**src/design/modinv_pkg.sv**
```systemverilog
// modinv_pkg: status codes and fixed port widths for the modular inverse block.
// Depends on nothing; imported by modular_inverse.
`default_nettype none

package modinv_pkg;

  // Widths of the item fields on the ports
  localparam int unsigned VALUE_WIDTH  = 32;
  localparam int unsigned STATUS_WIDTH = 2;

  typedef logic [STATUS_WIDTH-1:0] status_t;

  // Result status codes
  localparam status_t ST_OK     = 2'd0;
  localparam status_t ST_NOINV  = 2'd1;
  localparam status_t ST_BADMOD = 2'd2;

endpackage

`default_nettype wire

```
**src/design/modular_inverse.sv**
```systemverilog
// modular_inverse: inverse of a value modulo a modulus by the extended Euclidean
// algorithm, one restoring-division bit per cycle. Depends on modinv_pkg.
//
//   channel  ports                               handshake
//   input    in_value, in_modulus                taken when start && !busy
//   result   out_inverse, out_status             valid for one cycle on out_valid
//
// Each Euclid step runs a zero check, the restoring division in the shared step
// unit and then a coefficient update; the zero check that finds a zero remainder
// leads to a final state that registers the result.
// A modulus below two gives its result in the cycle after accept.
// rst_n is synchronous, active low; busy is low after reset.
// The receiver cannot stall: out_valid is a one-cycle strobe.
`default_nettype none

module modular_inverse
  import modinv_pkg::*;
#(
  parameter int unsigned OPERAND_WIDTH = 32
) (
  input  wire logic                   clk,
  input  wire logic                   rst_n,
  input  wire logic                   start,
  output logic                        busy,
  input  wire logic [VALUE_WIDTH-1:0] in_value,
  input  wire logic [VALUE_WIDTH-1:0] in_modulus,
  output logic                        out_valid,
  output logic [VALUE_WIDTH-1:0]      out_inverse,
  output status_t                     out_status
);

  localparam int unsigned W     = OPERAND_WIDTH;
  localparam int unsigned CNT_W = $clog2(W);

  typedef enum logic [2:0] {
    S_IDLE,
    S_CHECK,
    S_DIV,
    S_UPD,
    S_FIN
  } state_t;

  state_t           state_r;
  logic [W-1:0]     mod_r;
  logic [W-1:0]     rem_old_r;
  logic [W-1:0]     rem_new_r;
  logic [W:0]       co_old_r;     // two's complement, W+1 bits
  logic [W:0]       co_new_r;
  logic [W-1:0]     part_r;       // partial remainder of the divider
  logic [W-1:0]     quo_r;        // dividend shifting out, quotient shifting in
  logic [W:0]       prod_r;       // running quotient * co_new, Horner form
  logic [CNT_W-1:0] cnt_r;
  logic             out_valid_r;
  logic [VALUE_WIDTH-1:0] out_inverse_r;
  status_t          out_status_r;

  // Operands at the low OPERAND_WIDTH bits
  logic [W-1:0] val_w;
  logic [W-1:0] mod_w;
  assign val_w = W'(in_value);
  assign mod_w = W'(in_modulus);

  // Shared step unit: one restoring division bit and one Horner accumulate
  logic [W:0]   step_trial;
  logic [W:0]   step_diff;
  logic         step_bit;
  logic [W-1:0] step_part;
  logic [W:0]   step_prod;

  always_comb begin
    step_trial = {part_r, quo_r[W-1]};
    step_diff  = step_trial - {1'b0, rem_new_r};
    step_bit   = (step_trial >= {1'b0, rem_new_r});
    step_part  = step_bit ? step_diff[W-1:0] : step_trial[W-1:0];
    step_prod  = {prod_r[W-1:0], 1'b0} + (step_bit ? co_new_r : '0);
  end

  // Final reduction of a negative coefficient
  logic [W:0] fin_coef;
  assign fin_coef = co_old_r[W] ? (co_old_r + {1'b0, mod_r}) : co_old_r;

  // Sequencer with registered result
  always_ff @(posedge clk) begin
    if (!rst_n) begin
      state_r     <= S_IDLE;
      out_valid_r <= 1'b0;
    end else begin
      out_valid_r <= 1'b0;
      unique case (state_r)
        S_IDLE: begin
          if (start) begin
            mod_r <= mod_w;
            if (mod_w < W'(2)) begin
              out_valid_r   <= 1'b1;
              out_inverse_r <= '0;
              out_status_r  <= ST_BADMOD;
            end else begin
              rem_old_r <= mod_w;
              rem_new_r <= val_w;
              co_old_r  <= '0;
              co_new_r  <= (W+1)'(1);
              state_r   <= S_CHECK;
            end
          end
        end
        S_CHECK: begin
          if (rem_new_r == '0) begin
            state_r <= S_FIN;
          end else begin
            part_r  <= '0;
            quo_r   <= rem_old_r;
            prod_r  <= '0;
            cnt_r   <= '0;
            state_r <= S_DIV;
          end
        end
        S_DIV: begin
          part_r <= step_part;
          quo_r  <= {quo_r[W-2:0], step_bit};
          prod_r <= step_prod;
          cnt_r  <= cnt_r + CNT_W'(1);
          if (cnt_r == CNT_W'(W-1)) begin
            state_r <= S_UPD;
          end
        end
        S_UPD: begin
          // shift the remainder and coefficient pairs
          rem_old_r <= rem_new_r;
          rem_new_r <= part_r;
          co_old_r  <= co_new_r;
          co_new_r  <= co_old_r - prod_r;
          state_r   <= S_CHECK;
        end
        S_FIN: begin
          out_valid_r <= 1'b1;
          if (rem_old_r != W'(1)) begin
            out_inverse_r <= '0;
            out_status_r  <= ST_NOINV;
          end else begin
            out_inverse_r <= VALUE_WIDTH'(fin_coef[W-1:0]);
            out_status_r  <= ST_OK;
          end
          state_r <= S_IDLE;
        end
        default: begin
          state_r <= S_IDLE;
        end
      endcase
    end
  end

  assign busy        = (state_r != S_IDLE);
  assign out_valid   = out_valid_r;
  assign out_inverse = out_inverse_r;
  assign out_status  = out_status_r;

  // A result only follows an item that was in progress or just taken
  a_strobe_after_work: assert property (@(posedge clk) disable iff (!rst_n)
    out_valid |-> $past(busy) || $past(start))
    else $error("result strobe without an item in progress");

  // Bad modulus answers in the next cycle
  a_badmod_next: assert property (@(posedge clk) disable iff (!rst_n)
    (start && !busy && mod_w < W'(2)) |=> out_valid && out_status == ST_BADMOD)
    else $error("bad modulus not reported in the next cycle");

  // Failed searches report a zero inverse
  a_fail_zero: assert property (@(posedge clk) disable iff (!rst_n)
    (out_valid && out_status != ST_OK) |-> out_inverse == '0)
    else $error("nonzero inverse with failing status");

  // A found inverse is reduced below the modulus
  a_inv_range: assert property (@(posedge clk) disable iff (!rst_n)
    (out_valid && out_status == ST_OK) |-> out_inverse < VALUE_WIDTH'(mod_r))
    else $error("inverse not below the modulus");

endmodule

`default_nettype wire
```
**config.mk**
```make
export PLATFORM = sky130hd
export DESIGN_NAME = modular_inverse
export DESIGN_NICKNAME = d
export VERILOG_FILES = /design/src/design/modinv_pkg.sv /design/src/design/modular_inverse.sv
export SDC_FILE = /design/constraint.sdc
export NUM_CORES = 1
export LEC_CHECK = 0
export BUFFER_PORTS_ARGS = -buffer_cell sky130_fd_sc_hd__clkbuf_2
export CORE_MARGIN = 3
export CORE_UTILIZATION = 30
export DETAILED_ROUTE_END_ITERATION = 10
export PLACE_DENSITY = 0.46
export SYNTH_ARGS = -nofsm -noshare
export SYNTH_HDL_FRONTEND = slang
export SYNTH_SLANG_ARGS = --single-unit
```
**constraint.sdc**
```tcl
create_clock -name clk -period 16.4 [get_ports clk]
set_input_delay 0.82 -clock clk [delete_from_list [all_inputs] [get_ports clk]]
set_output_delay 0.82 -clock clk [all_outputs]
set_load 0.01 [all_outputs]
```
==> flow_summary_export.csv <==
group,metric,value,unit
drt,first_pass_iteration_count_of_the_detailed_router,5,
power,share_clk_of_total_power,0.361,
final_layout,layout-drive-gt1-share,0.0989,
floorplanning,num_rows,91,
status,outcome,"finished clean",
sta,postLayoutSetupSlackWorst,10.90,ns
synth,main_combinational_cell_family_by_area_after_synthesis,"simple AND/OR/NAND/NOR gates",
setup_path,timing.critical_path.required,16.79,ns
drt,wl_per_cell,19.8,microns
clock_tree,clock_insertion_delay_worst_skew,0.57,ns
grt,leftover_overflow_at_the_end_of_global_routing,0,
placement,pre_cts_slack,10.91,ns
power,power_density_relative_to_cell_area,110,nW/um^2
clock_tree,cts_root_buf,"sky130_fd_sc_hd__clkbuf_16",
synth,synth.top_cell.area_share,0.473,
clock_tree,numCtsBuffers,39,
placement,placed_cell_area,20300,sq um
floorplanning,start_util,0.305,
grt,antenna_found_initial,1,
synth,synthesized_netlist_cell_count,1918,
setup_path,worst-setup-path-type,"register to register",
synth,synth_seq_area_share,0.477,
grt,grt_first_pass_wirelength,87200,microns
drt,detail_route.iter0.violations,1025,
power,p_switching,726,uW
power,power.leakage,8.93,nW
synth,synthDistinctLibCells,82,
synth,synth_flop_cell,"sky130_fd_sc_hd__edfxtp_1",
setup_path,reg2reg_to,"prod_r[30]",
power,switching_share,0.304,
floorplanning,die_height,257,microns
synth,synth-xor-area-share,0.0458,
power,share_comb_of_total_power,0.237,
sta,final_hold_viol_count,0,
drt,ant_nets,0,
synth,post_synth.cell_area_avg,9.87,sq um
synth,post_synthesis_compound_gate_area_fraction,0.145,
setup_path,setup.worst_path.start,"part_r[12]",
grt,grt_start_max_net_pins,91,
setup_path,r2r.worst_path.cells,18,
synth,synth-edff-count,298,
clock_tree,cts-root-to-sink-buffers,3,
sta,hold_ws,0.453,ns
synth,synth_fa_ha_area_frac,0.0889,
power,power.share.sequential,0.403,
sta,finalWorstPathRequiredPeriod,5.50,ns
sta,setup_failing_eps_final,0,
synth,netlist_area,18900,sq um
sta,maxClockFrequency,182,MHz
job,max_cap_viol_count,0,
clock_tree,cts.sink_count,302,
clock_tree,post_cts_hold_buffer_count,0,
setup_path,r2r_slack,10.90,ns
sta,timing.slew.headroom,0.260,
clock_tree,clkTransAtPathRegs,0.06,ns
synth,synth_mux_area_frac,0.0233,
floorplanning,coreArea,62100,sq um
setup_path,cp_startpoint_kind,"register",
final_layout,final-instance-count-excl-fill,2869,
power,power,2.38,mW
hold_path,hold_class,"input port to register",
setup_path,timing.rr.start,"part_r[12]",
drt,drc_errors,0,
synth,yosys_register_bits,302,
synth,synthesis.nets,2117,
setup_path,critical_path_peak_fanout,34,
setup_path,crit_arrival,5.90,ns
synth,synthDominantAreaCellType,"sky130_fd_sc_hd__edfxtp_1",
final_layout,areaGrowthSynthToFinish,14.1,%
final_layout,final_cell_area,21600,sq um
setup_path,crit_end,"prod_r[30]",
floorplanning,fp.dieArea,66100,sq um
synth,post_synth_and_or_nand_nor_area_fraction,0.184,
drt,vias_per_cell,5.12,
sta,period_share,0.336,
clock_tree,clock_tree.htree_level_count,2,
grt,grt.total_usage,0.169,
sta,setup_total_negative_slack,0,ns
sta,fin_skew,0.0371,ns
placement,place.detailed.hpwl,41800,microns
sta,slew_viol_final,0,
clock_tree,post_cts_resize_count,0,
clock_tree,cts_tree,"built",
synth,ys_warn_count,0,
synth,top_cells_by_area_in_the_synthesized_netlist,"sky130_fd_sc_hd__edfxtp_1 47%, sky130_fd_sc_hd__ha_1 8.5%, sky130_fd_sc_hd__nand2_1 5.9%",
power,worst_ir_drop_vdd,0.0734,mV
clock_tree,cts.repair_timing.setup_buffer_count,0,
final_layout,fillCellCount,6368,
drt,route.final.wire_length,56800,microns
sta,worstMarginPinSlew,1.11,ns
final_layout,antenna-diode-count,0,
drt,detailed_route_via_count,14700,
hold_path,hold_path.startpoint,"in_modulus[0]",
synth,asr_flop_ratio_synth,0,
sta,rsz_0062_raised_after_global_routing,"no",
placement,port_buffers,102,
setup_path,critPathCaptureType,"register",
placement,routabilityCongestion,0.889,
floorplanning,die_w,257,microns
final_layout,nets,2201,
grt,number_of_global_route_vias_before_repair,14500,
floorplanning,floorplan.io_pins,103,
final_layout,post-route-util,0.348,
power,cell_internal_power,1.66,mW
placement,post-place-cells,2798,
[state kept, by name, indices dropped and copies added (netlist names), 5 cells and up]
name,flops
prod_r,33
co_old_r,33
part_r,32
quo_r,32
out_inverse,32
co_new_r,33
mod_r,32
rem_new_r,32
cnt_r,5
rem_old_r,32
[cell type report]
type | instances | area (sq um) | area share
Timing Repair Buffer | 116 | 616 | 0.0285
Clock buffer | 50 | 1060 | 0.0490
Tap cell | 837 | 1050 | 0.0485
Sequential cell | 302 | 9030 | 0.418
Inverter | 103 | 387 | 0.0179
Clock inverter | 21 | 208 | 0.00962
Multi-Input combinational cell | 1440 | 9250 | 0.428
[worst min path at each step]
stage                      to  slack, ns  depth (start not counted)
floorplan           quo_r[10]       0.48                          2
global route         mod_r[0]       0.43                          1
CTS                  mod_r[0]       0.41                          1
detailed placement  quo_r[14]       0.50                          2
global placement     quo_r[4]       0.49                          2
finish               mod_r[0]       0.45                          1
[metal layers]
layer  wire length (microns)  vias to the layer above  part of all wire  global-route usage
met1                   27100                     7108              0.48               0.237
met3                    2620                       63             0.046              0.0206
met4                    1070                        0             0.019              0.0428
met5                       0                        -                 0                   0
li1                        -                     7152                 -                   -
met2                   26100                      362              0.46               0.276
[placed cells by master, fill, tap and decap left out, types with 12 or more instances in the layout]
cell	instances
sky130_fd_sc_hd__a211oi_1	23
sky130_fd_sc_hd__a21o_1	71
sky130_fd_sc_hd__a21oi_1	98
sky130_fd_sc_hd__a31oi_1	18
sky130_fd_sc_hd__and2_1	46
sky130_fd_sc_hd__and3_1	47
sky130_fd_sc_hd__buf_4	14
sky130_fd_sc_hd__clkbuf_16	40
sky130_fd_sc_hd__clkbuf_2	102
sky130_fd_sc_hd__edfxtp_1	298
sky130_fd_sc_hd__ha_1	128
sky130_fd_sc_hd__inv_1	103
sky130_fd_sc_hd__mux2i_1	43
sky130_fd_sc_hd__nand2_1	299
sky130_fd_sc_hd__nand2b_1	19
sky130_fd_sc_hd__nand3_1	36
sky130_fd_sc_hd__nand4_1	19
sky130_fd_sc_hd__nor2_1	160
sky130_fd_sc_hd__nor3_1	36
sky130_fd_sc_hd__nor4_1	22
sky130_fd_sc_hd__o21a_1	18
sky130_fd_sc_hd__o21ai_0	87
sky130_fd_sc_hd__o22ai_1	12
sky130_fd_sc_hd__xnor2_1	58
sky130_fd_sc_hd__xor2_1	41
[power groups by stage]
stage	logic [mW]	registers [mW]	clock network, mW
2_1_floorplan	0.426	0.964	0
3_3_place_gp	0.560	0.976	0
3_5_place_dp	0.561	0.976	0
4_1_cts	0.565	0.961	0.887
5_1_grt	0.631	0.966	0.916
6_report	0.564	0.960	0.860
[worst max-delay path, stage by stage, from the launching register on]
cell and delay (ns):
sky130_fd_sc_hd__edfxtp_1 0.41, sky130_fd_sc_hd__ha_1 0.43, sky130_fd_sc_hd__nand3_1 0.16, sky130_fd_sc_hd__nor3_1 0.36, sky130_fd_sc_hd__a41oi_1 0.19, sky130_fd_sc_hd__o21ai_0 0.16, sky130_fd_sc_hd__o22ai_1 0.13, sky130_fd_sc_hd__inv_1 0.74
sky130_fd_sc_hd__and3_1 0.33, sky130_fd_sc_hd__ha_1 0.26, sky130_fd_sc_hd__a211oi_1 0.24, sky130_fd_sc_hd__nor2_1 0.12, sky130_fd_sc_hd__a21oi_1 0.38, sky130_fd_sc_hd__a2111oi_2 0.16, sky130_fd_sc_hd__o31ai_1 0.48, sky130_fd_sc_hd__o21ai_2 0.15
sky130_fd_sc_hd__a21o_1 0.20, sky130_fd_sc_hd__a21oi_1 0.18, sky130_fd_sc_hd__mux2i_1 0.21
[synthesized netlist by cell type, types with 5 or more instances]
library cell,count
sky130_fd_sc_hd__inv_1,103
sky130_fd_sc_hd__a211oi_1,23
sky130_fd_sc_hd__nor3_1,37
sky130_fd_sc_hd__clkbuf_1,55
sky130_fd_sc_hd__mux2i_1,43
sky130_fd_sc_hd__a21boi_0,5
sky130_fd_sc_hd__nand2_1,299
sky130_fd_sc_hd__xor2_1,41
sky130_fd_sc_hd__or2_2,6
sky130_fd_sc_hd__o31ai_1,8
sky130_fd_sc_hd__nor4_1,22
sky130_fd_sc_hd__nor2_1,162
sky130_fd_sc_hd__ha_1,128
sky130_fd_sc_hd__o21ai_1,10
sky130_fd_sc_hd__o22ai_1,12
sky130_fd_sc_hd__o211ai_1,7
sky130_fd_sc_hd__and3_1,47
sky130_fd_sc_hd__o21bai_1,10
sky130_fd_sc_hd__o21a_1,18
sky130_fd_sc_hd__a21oi_1,98
sky130_fd_sc_hd__or3_1,10
sky130_fd_sc_hd__and2_1,47
sky130_fd_sc_hd__and4_1,5
sky130_fd_sc_hd__nand3_1,36
sky130_fd_sc_hd__buf_1,11
sky130_fd_sc_hd__o21ai_0,87
sky130_fd_sc_hd__edfxtp_1,298
sky130_fd_sc_hd__nand2b_1,19
sky130_fd_sc_hd__a21o_1,71
sky130_fd_sc_hd__nand4_1,19
sky130_fd_sc_hd__a31oi_1,18
sky130_fd_sc_hd__nor2b_1,10
sky130_fd_sc_hd__xnor2_1,58
sky130_fd_sc_hd__a31o_2,8
[cells by family (layout without fill, tap and decap cells)]
logic type,after synthesis,in the layout
buf+inv,176,290
xor+xnor,99,99
flops,302,302
compound gates,421,421
mux,44,44
fa+ha+maj,132,132
simple gates,744,744
Power figures use the tool's default switching activity.
